[src/rtl/lfp_pkg.sv]
// Shared types, constants and fixed-point helpers for the line follower
package lfp_pkg;

  localparam int FRAC_BITS = 8;
  localparam int ACC_W     = 34;

  typedef logic signed [15:0]      q16_t;
  typedef logic signed [ACC_W-1:0] acc_t;

  typedef enum logic [1:0] {
    PH_STRAIGHT = 2'd0,
    PH_BRAKE    = 2'd1,
    PH_SPIN     = 2'd2,
    PH_STOP     = 2'd3
  } phase_t;

  typedef enum logic [3:0] {
    SQ_IDLE, SQ_SMO0, SQ_SMO1, SQ_INT, SQ_DER0, SQ_DER1,
    SQ_PID0, SQ_PID1, SQ_PID2, SQ_DONE
  } seq_t;

  typedef enum logic [2:0] {
    REG_PROP_GAIN  = 3'd0,
    REG_INTEG_GAIN = 3'd1,
    REG_DERIV_GAIN = 3'd2,
    REG_INTEG_SEP  = 3'd3,
    REG_DERIV_ALPHA = 3'd4,
    REG_BASE_SPEED = 3'd5,
    REG_SPIN_TMO   = 3'd6,
    REG_UNUSED     = 3'd7
  } reg_idx_t;

  // Shared multiply-accumulate control
  typedef struct packed {
    logic en;
    logic clr;
  } mac_ctl_t;

  localparam int ONE_Q      = 1 << FRAC_BITS;
  localparam int DZ_Q       = 4 * ONE_Q;
  localparam int LOST_Q     = 50 * ONE_Q;
  localparam int INTEG_LIM  = 18 * ONE_Q;
  localparam int PID_LIM    = 15 * ONE_Q;
  localparam int PID_LIM_LOST = 25 * ONE_Q;
  localparam int WHEEL_MAX  = 99 * ONE_Q;
  localparam int SMO_OLD    = 179;
  localparam int SMO_NEW    = 77;
  localparam int DECAY      = 243;
  localparam int PHASE_LEN  = 15;
  localparam int SPIN_ARM   = 200;
  localparam int HITS_EXIT  = 5;
  localparam int COOLDOWN   = 500;
  localparam int SPIN_SPEED = 37;
  localparam int STOP_SPEED = 120;

  // Arithmetic shift right that rounds toward zero
  function automatic acc_t shr_tz(input acc_t x);
    acc_t neg;
    begin
      neg = -x;
      if (x < 0) shr_tz = -(neg >>> FRAC_BITS);
      else       shr_tz = x >>> FRAC_BITS;
    end
  endfunction

  // Saturate to the 16-bit signed range
  function automatic q16_t sat16(input acc_t x);
    begin
      if (x > acc_t'(32767))       sat16 = 16'sh7FFF;
      else if (x < -acc_t'(32768)) sat16 = -16'sh8000;
      else                         sat16 = x[15:0];
    end
  endfunction

endpackage

[src/rtl/line_follow_pid_turn_controller.sv]
// Top level: sensor decode, turn sequencer, PID sequencer and APB registers
//
//  channel   direction  handshake              payload
//  in_       input      in_valid / in_ready    five sensor flags
//  out_      output     out_valid / out_ready  wheel command, phase, lost flag
//  cfg_      input      APB write, pready = 1  seven control registers
//
// A straight tick runs from accept through eight passes through the shared
// multiplier (smoothing, integral, derivative, PID sum), then the result slot.
// Brake, spin and stop ticks go from accept straight to the result slot. in_ready is high only while idle.
// A held result stalls the next finished tick in its final state.
// Sync reset (rst_n low) clears state except work_r and payload; loads defaults.
module line_follow_pid_turn_controller (
  input  logic        clk,
  input  logic        rst_n,
  input  logic        in_valid,
  output logic        in_ready,
  input  logic        in_sensor_far_left,
  input  logic        in_sensor_left,
  input  logic        in_sensor_center,
  input  logic        in_sensor_right,
  input  logic        in_sensor_far_right,
  output logic        out_valid,
  input  logic        out_ready,
  output logic        out_left_reverse,
  output logic [6:0]  out_left_speed,
  output logic        out_right_drive,
  output logic        out_right_reverse,
  output logic [6:0]  out_right_speed,
  output logic [1:0]  out_active_phase,
  output logic        out_lost_line,
  input  logic        cfg_psel,
  input  logic        cfg_penable,
  input  logic        cfg_pwrite,
  input  logic [4:0]  cfg_paddr,
  input  logic [31:0] cfg_pwdata,
  output logic [31:0] cfg_prdata,
  output logic        cfg_pready
);

  // configuration registers
  logic [11:0] kp_r, ki_r, kd_r;
  logic [6:0]  sep_r, base_r;
  logic [8:0]  alpha_r;
  logic [10:0] tmo_r;
  lfp_pkg::reg_idx_t cfg_idx;
  logic cfg_wr;

  // controller state
  lfp_pkg::seq_t   sq_r, sq_nxt;
  lfp_pkg::phase_t phase_r, phase_nxt;
  lfp_pkg::q16_t   raw_r, raw_nxt, last_r, last_nxt, smo_r, smo_nxt;
  lfp_pkg::q16_t   integ_r, integ_nxt, fd_r, fd_nxt, work_r, work_nxt;
  logic signed [6:0] lvo_r, lvo_nxt;
  logic        lost_r, lost_nxt;
  logic [10:0] ticks_r, ticks_nxt;
  logic [8:0]  cool_r, cool_nxt;
  logic [2:0]  hits_r, hits_nxt;

  // pending result and output slot
  logic        rlrev_r, rlrev_nxt, rrdrv_r, rrdrv_nxt, rrrev_r, rrrev_nxt;
  logic [6:0]  rlspd_r, rlspd_nxt, rrspd_r, rrspd_nxt;
  logic [1:0]  rran_r, rran_nxt;
  logic        ovld_r, ovld_nxt, olrev_r, olrev_nxt, ordrv_r, ordrv_nxt;
  logic        orrev_r, orrev_nxt, olost_r, olost_nxt;
  logic [6:0]  olspd_r, olspd_nxt, orspd_r, orspd_nxt;
  logic [1:0]  oph_r, oph_nxt;

  // shared unit
  lfp_pkg::mac_ctl_t  mac_ctl;
  logic signed [16:0] op_a;
  logic signed [12:0] op_b;
  lfp_pkg::acc_t      mac_sum;
  logic [8:0]         alpha_c;
  logic               accept, slot_free;

  lfp_mac u_mac (
    .clk   (clk),
    .rst_n (rst_n),
    .ctl   (mac_ctl),
    .op_a  (op_a),
    .op_b  (op_b),
    .sum   (mac_sum)
  );

  assign accept    = in_valid && in_ready;
  assign slot_free = !ovld_r || out_ready;
  assign alpha_c   = (alpha_r > 9'd256) ? 9'd256 : alpha_r;

  // APB register port
  assign cfg_pready = 1'b1;
  assign cfg_idx    = lfp_pkg::reg_idx_t'(cfg_paddr[4:2]);
  assign cfg_wr     = cfg_psel && cfg_penable && cfg_pwrite;

  always_comb begin
    case (cfg_idx)
      lfp_pkg::REG_PROP_GAIN:   cfg_prdata = {20'd0, kp_r};
      lfp_pkg::REG_INTEG_GAIN:  cfg_prdata = {20'd0, ki_r};
      lfp_pkg::REG_DERIV_GAIN:  cfg_prdata = {20'd0, kd_r};
      lfp_pkg::REG_INTEG_SEP:   cfg_prdata = {25'd0, sep_r};
      lfp_pkg::REG_DERIV_ALPHA: cfg_prdata = {23'd0, alpha_r};
      lfp_pkg::REG_BASE_SPEED:  cfg_prdata = {25'd0, base_r};
      lfp_pkg::REG_SPIN_TMO:    cfg_prdata = {21'd0, tmo_r};
      default:                  cfg_prdata = '0;
    endcase
  end

  always_ff @(posedge clk) begin
    if (!rst_n) begin
      kp_r <= 12'd640; ki_r <= 12'd20; kd_r <= 12'd102; sep_r <= 7'd15;
      alpha_r <= 9'd179; base_r <= 7'd41; tmo_r <= 11'd1000;
    end else if (cfg_wr) begin
      case (cfg_idx)
        lfp_pkg::REG_PROP_GAIN:   kp_r    <= cfg_pwdata[11:0];
        lfp_pkg::REG_INTEG_GAIN:  ki_r    <= cfg_pwdata[11:0];
        lfp_pkg::REG_DERIV_GAIN:  kd_r    <= cfg_pwdata[11:0];
        lfp_pkg::REG_INTEG_SEP:   sep_r   <= cfg_pwdata[6:0];
        lfp_pkg::REG_DERIV_ALPHA: alpha_r <= cfg_pwdata[8:0];
        lfp_pkg::REG_BASE_SPEED:  base_r  <= cfg_pwdata[6:0];
        lfp_pkg::REG_SPIN_TMO:    tmo_r   <= cfg_pwdata[10:0];
        default: ;
      endcase
    end
  end

  // sequencer next state
  always_comb begin
    sq_nxt = sq_r;
    case (sq_r)
      lfp_pkg::SQ_IDLE: begin
        if (accept) begin
          if (phase_nxt == lfp_pkg::PH_STRAIGHT && phase_r == lfp_pkg::PH_STRAIGHT &&
              !(!in_sensor_far_left && cool_r == 9'd0)) sq_nxt = lfp_pkg::SQ_SMO0;
          else sq_nxt = lfp_pkg::SQ_DONE;
        end
      end
      lfp_pkg::SQ_SMO0: sq_nxt = lfp_pkg::SQ_SMO1;
      lfp_pkg::SQ_SMO1: sq_nxt = lfp_pkg::SQ_INT;
      lfp_pkg::SQ_INT:  sq_nxt = lfp_pkg::SQ_DER0;
      lfp_pkg::SQ_DER0: sq_nxt = lfp_pkg::SQ_DER1;
      lfp_pkg::SQ_DER1: sq_nxt = lfp_pkg::SQ_PID0;
      lfp_pkg::SQ_PID0: sq_nxt = lfp_pkg::SQ_PID1;
      lfp_pkg::SQ_PID1: sq_nxt = lfp_pkg::SQ_PID2;
      lfp_pkg::SQ_PID2: sq_nxt = lfp_pkg::SQ_DONE;
      lfp_pkg::SQ_DONE: if (slot_free) sq_nxt = lfp_pkg::SQ_IDLE;
      default:          sq_nxt = lfp_pkg::SQ_IDLE;
    endcase
  end

  // sequencer outputs: handshake and shared unit operands
  always_comb begin
    in_ready    = (sq_r == lfp_pkg::SQ_IDLE);
    mac_ctl.en  = 1'b1;
    mac_ctl.clr = 1'b1;
    op_a        = '0;
    op_b        = '0;
    case (sq_r)
      lfp_pkg::SQ_SMO0: begin
        op_a = 17'(smo_r); op_b = 13'(lfp_pkg::SMO_OLD);
      end
      lfp_pkg::SQ_SMO1: begin
        op_a = 17'(raw_r); op_b = 13'(lfp_pkg::SMO_NEW); mac_ctl.clr = 1'b0;
      end
      lfp_pkg::SQ_INT: begin
        op_a = 17'(integ_r); op_b = 13'(lfp_pkg::DECAY);
      end
      lfp_pkg::SQ_DER0: begin
        op_a = 17'(fd_r); op_b = $signed({4'd0, alpha_c});
      end
      lfp_pkg::SQ_DER1: begin
        op_a = 17'(work_r) - 17'(last_r);
        op_b = $signed({4'd0, 9'(9'd256 - alpha_c)});
        mac_ctl.clr = 1'b0;
      end
      lfp_pkg::SQ_PID0: begin
        op_a = 17'(work_r); op_b = $signed({1'b0, kp_r});
      end
      lfp_pkg::SQ_PID1: begin
        op_a = 17'(integ_r); op_b = $signed({1'b0, ki_r}); mac_ctl.clr = 1'b0;
      end
      lfp_pkg::SQ_PID2: begin
        op_a = 17'(fd_r); op_b = $signed({1'b0, kd_r}); mac_ctl.clr = 1'b0;
      end
      default: mac_ctl.en = 1'b0;
    endcase
  end

  // datapath: sensor stage, turn phases and PID commits
  always_comb begin
    lfp_pkg::q16_t s_new, w;
    lfp_pkg::acc_t t, pid, lim, lv, rv;
    logic [2:0] pat;
    logic done;
    phase_nxt = phase_r; raw_nxt = raw_r; last_nxt = last_r; smo_nxt = smo_r;
    integ_nxt = integ_r; fd_nxt = fd_r; work_nxt = work_r; lvo_nxt = lvo_r;
    lost_nxt = lost_r; ticks_nxt = ticks_r; cool_nxt = cool_r; hits_nxt = hits_r;
    rlrev_nxt = rlrev_r; rlspd_nxt = rlspd_r; rrdrv_nxt = rrdrv_r;
    rrrev_nxt = rrrev_r; rrspd_nxt = rrspd_r; rran_nxt = rran_r;
    s_new = smo_r; w = '0; t = '0; pid = '0; lim = '0; lv = '0; rv = '0;
    pat = {in_sensor_left, in_sensor_center, in_sensor_right};
    done = 1'b0;

    case (sq_r)
      lfp_pkg::SQ_IDLE: begin
        if (accept) begin
          // sensor stage
          if (phase_r == lfp_pkg::PH_STRAIGHT && !in_sensor_far_left && cool_r == 9'd0) begin
            phase_nxt = lfp_pkg::PH_BRAKE; ticks_nxt = '0; hits_nxt = '0;
            integ_nxt = '0; lost_nxt = 1'b0;
          end else if (!(in_sensor_far_left | in_sensor_left | in_sensor_center |
                         in_sensor_right | in_sensor_far_right)) begin
            lost_nxt = 1'b1;
            if (lvo_r > 0)      raw_nxt = 16'(lfp_pkg::LOST_Q);
            else if (lvo_r < 0) raw_nxt = -16'(lfp_pkg::LOST_Q);
          end else begin
            if (lost_r) begin
              lost_nxt = 1'b0; integ_nxt = '0; fd_nxt = '0;
            end
            case (pat)
              3'b010: begin raw_nxt = '0; lvo_nxt = 7'sd0; end
              3'b110: begin raw_nxt = -16'(10 * lfp_pkg::ONE_Q); lvo_nxt = -7'sd10; end
              3'b011: begin raw_nxt = 16'(10 * lfp_pkg::ONE_Q); lvo_nxt = 7'sd10; end
              3'b100: begin raw_nxt = -16'(30 * lfp_pkg::ONE_Q); lvo_nxt = -7'sd30; end
              3'b001: begin raw_nxt = 16'(30 * lfp_pkg::ONE_Q); lvo_nxt = 7'sd30; end
              default: ;
            endcase
          end

          // phase action
          rran_nxt = phase_nxt;
          rlrev_nxt = 1'b0; rlspd_nxt = '0; rrdrv_nxt = 1'b0;
          rrrev_nxt = 1'b0; rrspd_nxt = '0;
          case (phase_nxt)
            lfp_pkg::PH_STRAIGHT: begin
              if (cool_r != 9'd0) cool_nxt = cool_r - 9'd1;
            end
            lfp_pkg::PH_BRAKE: begin
              ticks_nxt = ticks_nxt + 11'd1;
              rlrev_nxt = 1'b1; rlspd_nxt = base_r; rrdrv_nxt = 1'b1;
              rrrev_nxt = 1'b1; rrspd_nxt = base_r;
              if (ticks_nxt >= 11'(lfp_pkg::PHASE_LEN)) begin
                phase_nxt = lfp_pkg::PH_SPIN; ticks_nxt = '0;
              end
            end
            lfp_pkg::PH_SPIN: begin
              ticks_nxt = ticks_nxt + 11'd1;
              rlspd_nxt = 7'(lfp_pkg::SPIN_SPEED); rrdrv_nxt = 1'b1;
              if (ticks_nxt > 11'(lfp_pkg::SPIN_ARM)) begin
                if (!in_sensor_center) begin
                  hits_nxt = hits_nxt + 3'd1;
                  if (hits_nxt >= 3'(lfp_pkg::HITS_EXIT)) begin
                    phase_nxt = lfp_pkg::PH_STOP; ticks_nxt = '0; done = 1'b1;
                  end
                end else begin
                  hits_nxt = '0;
                end
              end
              if (!done && ticks_nxt >= tmo_r) begin
                phase_nxt = lfp_pkg::PH_STOP; ticks_nxt = '0;
              end
            end
            default: begin
              ticks_nxt = ticks_nxt + 11'd1;
              rlrev_nxt = 1'b1; rlspd_nxt = 7'(lfp_pkg::STOP_SPEED);
              if (ticks_nxt >= 11'(lfp_pkg::PHASE_LEN)) begin
                phase_nxt = lfp_pkg::PH_STRAIGHT; ticks_nxt = '0;
                cool_nxt = 9'(lfp_pkg::COOLDOWN);
                integ_nxt = '0; smo_nxt = '0; fd_nxt = '0; raw_nxt = '0;
                last_nxt = '0; hits_nxt = '0;
              end
            end
          endcase
        end
      end

      // commit smoothed offset and select the working error
      lfp_pkg::SQ_SMO1: begin
        if (!lost_r) s_new = lfp_pkg::sat16(lfp_pkg::shr_tz(mac_sum));
        smo_nxt = s_new;
        w = lost_r ? raw_r : s_new;
        if (!lost_r && (s_new <= 16'sd0 ? -s_new : s_new) <= 16'(lfp_pkg::DZ_Q)) w = '0;
        work_nxt = w;
      end

      // integrate with separation, or decay inside the deadzone
      lfp_pkg::SQ_INT: begin
        t = lfp_pkg::acc_t'(work_r);
        if (t < 0) t = -t;
        if (t > lfp_pkg::acc_t'(lfp_pkg::DZ_Q)) begin
          if (t < lfp_pkg::acc_t'({sep_r, {lfp_pkg::FRAC_BITS{1'b0}}}))
            integ_nxt = lfp_pkg::sat16(lfp_pkg::acc_t'(integ_r) + lfp_pkg::acc_t'(work_r));
        end else begin
          integ_nxt = lfp_pkg::sat16(lfp_pkg::shr_tz(mac_sum));
        end
        if (integ_nxt > 16'(lfp_pkg::INTEG_LIM))       integ_nxt = 16'(lfp_pkg::INTEG_LIM);
        else if (integ_nxt < -16'(lfp_pkg::INTEG_LIM)) integ_nxt = -16'(lfp_pkg::INTEG_LIM);
      end

      // commit filtered derivative
      lfp_pkg::SQ_DER1: begin
        fd_nxt   = lfp_pkg::sat16(lfp_pkg::shr_tz(mac_sum));
        last_nxt = work_r;
      end

      // finish PID and wheel commands
      lfp_pkg::SQ_PID2: begin
        pid = lfp_pkg::shr_tz(mac_sum);
        lim = lost_r ? lfp_pkg::acc_t'(lfp_pkg::PID_LIM_LOST) : lfp_pkg::acc_t'(lfp_pkg::PID_LIM);
        if (pid > lim)       pid = lim;
        else if (pid < -lim) pid = -lim;
        lv = lfp_pkg::acc_t'({base_r, {lfp_pkg::FRAC_BITS{1'b0}}}) + pid;
        rv = lfp_pkg::acc_t'({base_r, {lfp_pkg::FRAC_BITS{1'b0}}}) - pid;
        if (lv < 0) lv = '0;
        else if (lv > lfp_pkg::acc_t'(lfp_pkg::WHEEL_MAX)) lv = lfp_pkg::acc_t'(lfp_pkg::WHEEL_MAX);
        if (rv < 0) rv = '0;
        else if (rv > lfp_pkg::acc_t'(lfp_pkg::WHEEL_MAX)) rv = lfp_pkg::acc_t'(lfp_pkg::WHEEL_MAX);
        rlspd_nxt = lv[lfp_pkg::FRAC_BITS +: 7];
        rrspd_nxt = rv[lfp_pkg::FRAC_BITS +: 7];
        rrdrv_nxt = 1'b1;
      end
      default: ;
    endcase
  end

  // output slot: load a finished tick, drop on transfer
  always_comb begin
    ovld_nxt = ovld_r; olrev_nxt = olrev_r; olspd_nxt = olspd_r; ordrv_nxt = ordrv_r;
    orrev_nxt = orrev_r; orspd_nxt = orspd_r; oph_nxt = oph_r; olost_nxt = olost_r;
    if (ovld_r && out_ready) ovld_nxt = 1'b0;
    if (sq_r == lfp_pkg::SQ_DONE && slot_free) begin
      ovld_nxt = 1'b1; olrev_nxt = rlrev_r; olspd_nxt = rlspd_r; ordrv_nxt = rrdrv_r;
      orrev_nxt = rrrev_r; orspd_nxt = rrspd_r; oph_nxt = rran_r; olost_nxt = lost_r;
    end
  end

  assign out_valid         = ovld_r;
  assign out_left_reverse  = olrev_r;
  assign out_left_speed    = olspd_r;
  assign out_right_drive   = ordrv_r;
  assign out_right_reverse = orrev_r;
  assign out_right_speed   = orspd_r;
  assign out_active_phase  = oph_r;
  assign out_lost_line     = olost_r;

  always_ff @(posedge clk) begin
    if (!rst_n) begin
      sq_r <= lfp_pkg::SQ_IDLE; phase_r <= lfp_pkg::PH_STRAIGHT;
      raw_r <= '0; last_r <= '0; smo_r <= '0; integ_r <= '0; fd_r <= '0;
      lvo_r <= '0; lost_r <= 1'b0; ticks_r <= '0; cool_r <= '0; hits_r <= '0;
      ovld_r <= 1'b0;
    end else begin
      sq_r <= sq_nxt; phase_r <= phase_nxt;
      raw_r <= raw_nxt; last_r <= last_nxt; smo_r <= smo_nxt; integ_r <= integ_nxt;
      fd_r <= fd_nxt; lvo_r <= lvo_nxt; lost_r <= lost_nxt; ticks_r <= ticks_nxt;
      cool_r <= cool_nxt; hits_r <= hits_nxt; ovld_r <= ovld_nxt;
    end
  end

  // payload registers
  always_ff @(posedge clk) begin
    work_r <= work_nxt;
    rlrev_r <= rlrev_nxt; rlspd_r <= rlspd_nxt; rrdrv_r <= rrdrv_nxt;
    rrrev_r <= rrrev_nxt; rrspd_r <= rrspd_nxt; rran_r <= rran_nxt;
    olrev_r <= olrev_nxt; olspd_r <= olspd_nxt; ordrv_r <= ordrv_nxt;
    orrev_r <= orrev_nxt; orspd_r <= orspd_nxt; oph_r <= oph_nxt; olost_r <= olost_nxt;
  end

endmodule

[src/rtl/lfp_mac.sv]
// Shared multiply-accumulate unit used by every multiply step
module lfp_mac (
  input  logic                      clk,
  input  logic                      rst_n,
  input  lfp_pkg::mac_ctl_t         ctl,
  input  logic signed [16:0]        op_a,
  input  logic signed [12:0]        op_b,
  output lfp_pkg::acc_t             sum
);

  lfp_pkg::acc_t acc_r;
  lfp_pkg::acc_t acc_nxt;
  logic signed [29:0] prod;

  // Multiply and add to the running sum, or start a new one
  always_comb begin
    prod    = op_a * op_b;
    sum     = (ctl.clr ? lfp_pkg::acc_t'(0) : acc_r) + lfp_pkg::acc_t'(prod);
    acc_nxt = ctl.en ? sum : acc_r;
  end

  always_ff @(posedge clk) begin
    if (!rst_n) begin
      acc_r <= '0;
    end else begin
      acc_r <= acc_nxt;
    end
  end

endmodule

[config.mk]
export PLATFORM = sky130hd
export DESIGN_NAME = line_follow_pid_turn_controller
export DESIGN_NICKNAME = d
export VERILOG_FILES = /design/src/rtl/lfp_pkg.sv /design/src/rtl/line_follow_pid_turn_controller.sv /design/src/rtl/lfp_mac.sv
export SDC_FILE = /design/constraint.sdc
export NUM_CORES = 2
export LEC_CHECK = 0
export BUFFER_PORTS_ARGS = -buffer_cell sky130_fd_sc_hd__clkbuf_2
export CAP_MARGIN = 0
export CORE_MARGIN = 5
export CORE_UTILIZATION = 50
export DETAILED_ROUTE_END_ITERATION = 16
export HOLD_SLACK_MARGIN = 0.06
export PLACE_DENSITY = 0.67
export SYNTH_ARGS = -nofsm -noshare
export SYNTH_HDL_FRONTEND = slang
export SYNTH_SLANG_ARGS = --single-unit
export TNS_END_PERCENT = 50
[constraint.sdc]
create_clock -name clk -period 20.4 [get_ports clk]
set_clock_uncertainty 0.05 [all_clocks]
set_input_delay 4.08 -clock clk [delete_from_list [all_inputs] [get_ports clk]]
set_output_delay 4.08 -clock clk [all_outputs]
set_load 0.01 [all_outputs]
==> flow_summary.yaml <==
sta:
  setup_viol: 0
  max_freq_mhz: 56.1
  fin_crit_ps: 17840
  slew_violations: 0
  slew_headroom: 0.0605
  setup_tns_ps: 0
  tightest_slew_ps: 1410
  hold_viol: 0
  grt_setup_unrepaired: "false"
  timing.final.crit_share: 0.875
  worst_slack_ps: 2560
global_routing:
  use_met2: 0.443
  antenna_found_initial: 0
  grt_max_degree: 72
  grt_pass1_wl_um: 148000
  grt_pass1_vias: 25869
  grtUsageMet1: 0.405
  use_met3: 0.0554
  gr-max-usage-layer: "met2"
  gr-total-overflow: 0
  grt.total_usage: 0.287
place:
  dp_hpwl_um: 70900
  dp_slack_ps: 2810
  gp_congestion: 0.957
  port_buffers: 60
setup_path:
  startpoint_type: "flip-flop"
  r2r-start: "work_r[0]$_SDFFCE_PP0P_"
  rr_endpoint: "rrspd_r[0]$_DFFE_PP_"
  critPathKind: "flip-flop to flip-flop"
  end_kind: "flip-flop"
  critPathMaxFanout: 23
  max_stage_delay_ps: 840
  reg2reg_slack_ps: 2560
  crit_slowest_cell: "a221oi_1"
  required_ps: 20670
  reg2regPathDepth: 61
  cp_data_arrival_time_ps: 18110
worst_hold_path:
  holdCritStartpoint: "rlspd_r[3]$_DFFE_PP_"
  hold_class: "flip-flop to flip-flop"
  holdPathEnd: "out_left_speed[3]$_DFFE_PP_"
  min_path_cells: 0
clock_network:
  hold_buffers: 0
  cts_buffers: 37
  cts_tree: "yes"
  postCtsSetupBuffers: 0
  clk_pin_slew_ps: 60
  htreeDepth: 2
  clock_sinks: 274
  cts_resized: 0
  cts_root_buffer: "clkbuf_16"
  cts_buffer_depth: 3
  clk_latency_ps: 570
synthesis:
  synth_area_per_cell_um2: 8.08
  synthTopCellsByArea: "fa_1 (15%), dfxtp_1 (15%), ha_1 (7.1%)"
  synth_edf_count: 55
  ys_seq_area_frac: 0.204
  yosysWarningCount: 0
  synth_common_cells: "nand2_1 (501), nor2_1 (376), inv_1 (353)"
  yosys.area.top_type: "fa_1"
  synth_top_area_frac: 0.153
  ys_ff_latch: 274
  yosys.cell_types.count: 127
  synthesis.area_um2: 29600
  yosysMostFrequentCell: "nand2_1"
  netlist_instances: 3664
  async_reset_ff_frac: 0
  synthFlopType: "dfxtp_1"
detailed_routing:
  via_per_inst: 6.15
  wire_per_inst_um: 21.2
  via_count: 27188
  drtPass1Iterations: 8
  drt-initial-drc-count: 2773
  drcViolationCount: 0
  route.final.wire_length_um: 93900
  drtAntennaViolNets: 0
layout:
  finalNetCount: 4064
  n_fill_cell: 5609
  regArea_um2: 6040
  drive_above_1_share: 0.0834
  synthToLayoutAreaGrowth_pct: 6.90
  antennaDiodeCount: 0
  multi_input_area_um2: 21400
die:
  core_um2: 58800
  dieArea_um2: 64100
  start_util: 0.503
  rows: 89
  die_w_um: 253
  io_pins: 104
  die_h_um: 253
power_and_ir_drop:
  p_per_area_nw_per_um2: 167
  p_total_mw: 5.27
  leakagePower_nw: 13.5
  vdd_drop_max_mv: 0.228
job:
  max-cap-violations: 0
run_status:
  status: "finished clean"
## through the flow
step	utilization	area, um2	instances	hold slack (ps)
after global placement	0.518	30400	4355	353
after detailed placement	0.518	30400	4355	355
after global routing	0.538	31600	4420	377
after CTS	0.538	31600	4420	366
after floorplan	-	29700	3683	350
final	0.538	31600	4420	365
## cells in the final DEF, fill, tap and decap left out, types with 53 or more instances in the layout
cell / netlist / layout
nand2_1: 501 / 501
nor2_1: 376 / 375
inv_1: 353 / 353
fa_1: 226 / 226
dfxtp_1: 219 / 219
ha_1: 168 / 168
a21oi_1: 164 / 162
o21ai_0: 141 / 141
a21boi_0: 84 / 84
nand3_1: 84 / 84
a22oi_1: 82 / 82
xnor2_1: 73 / 72
clkbuf_2: 1 / 59
edfxtp_1: 55 / 55
nor2b_1: 53 / 53
## per-layer routing
| layer | share of wire | wire length, um | up-vias |
|---|---|---|---|
| li1 | - | - | 12622 |
| met2 | 0.44 | 41100 | 1274 |
| met3 | 0.095 | 8890 | 206 |
| met1 | 0.43 | 40300 | 13086 |
| met5 | 0 | 0 | - |
| met4 | 0.039 | 3630 | 0 |
## worst max path at each step
stage | start | endpoint | slack (ps) | depth (start not counted)
3_3_place_gp | work_r[0]$_SDFFCE_PP0P_ | rrspd_r[0]$_DFFE_PP_ | 2900 | 61
5_1_grt | work_r[0]$_SDFFCE_PP0P_ | rrspd_r[0]$_DFFE_PP_ | 1340 | 61
2_1_floorplan | work_r[0]$_SDFFCE_PP0P_ | rrspd_r[0]$_DFFE_PP_ | 5560 | 65
6_report | work_r[0]$_SDFFCE_PP0P_ | rrspd_r[0]$_DFFE_PP_ | 2560 | 61
4_1_cts | work_r[0]$_SDFFCE_PP0P_ | rrspd_r[0]$_DFFE_PP_ | 2780 | 61
3_5_place_dp | work_r[0]$_SDFFCE_PP0P_ | rrspd_r[0]$_DFFE_PP_ | 2810 | 61
## cell families after synthesis
group           after synthesis  synth area share
xor+xnor                    109            0.0345
flops                       274             0.204
compound gates              871             0.214
fa+ha+maj                   400             0.226
other cells                   2          0.000254
mux                          63            0.0229
buf+inv                     564            0.0767
simple gates               1381             0.222
## flip-flops by register name, summed over array words and instances (netlist names), 12 cells and up
register / cells
kp_r: 12
work_r: 16
integ_r: 16
u_mac.acc_r: 34
fd_r: 16
ki_r: 12
raw_r: 16
kd_r: 12
last_r: 16
smo_r: 16
## where the power goes
part	total (mW)	leakage, nW	internal, mW	switching [mW]
sequential	0.766	2.29	0.682	0.0846
clock	0.655	0.576	0.380	0.275
combinational	3.85	10.6	1.33	2.52
## area by class of cell
type / count / share of cell area
repair buffers: 106 / 0.0205
inverters: 357 / 0.0424
flip-flops and latches: 274 / 0.191
clock buffers: 50 / 0.0334
clock inverters: 15 / 0.00443
well taps: 773 / 0.0306
multi-input cells: 2845 / 0.678
## critical path, delay by kind of cell, from the launching register on
family | cells | cell delay, ps
AOI/OAI and AO/OA | 25 | 6610
xor gates and xnor gates | 2 | 500
adders and majority gates | 12 | 5860
buffers and inverters | 6 | 710
DFF | 1 | 540
and+or+nand+nor | 16 | 3310
No activity file was read; power rests on OpenSTA's default activity.
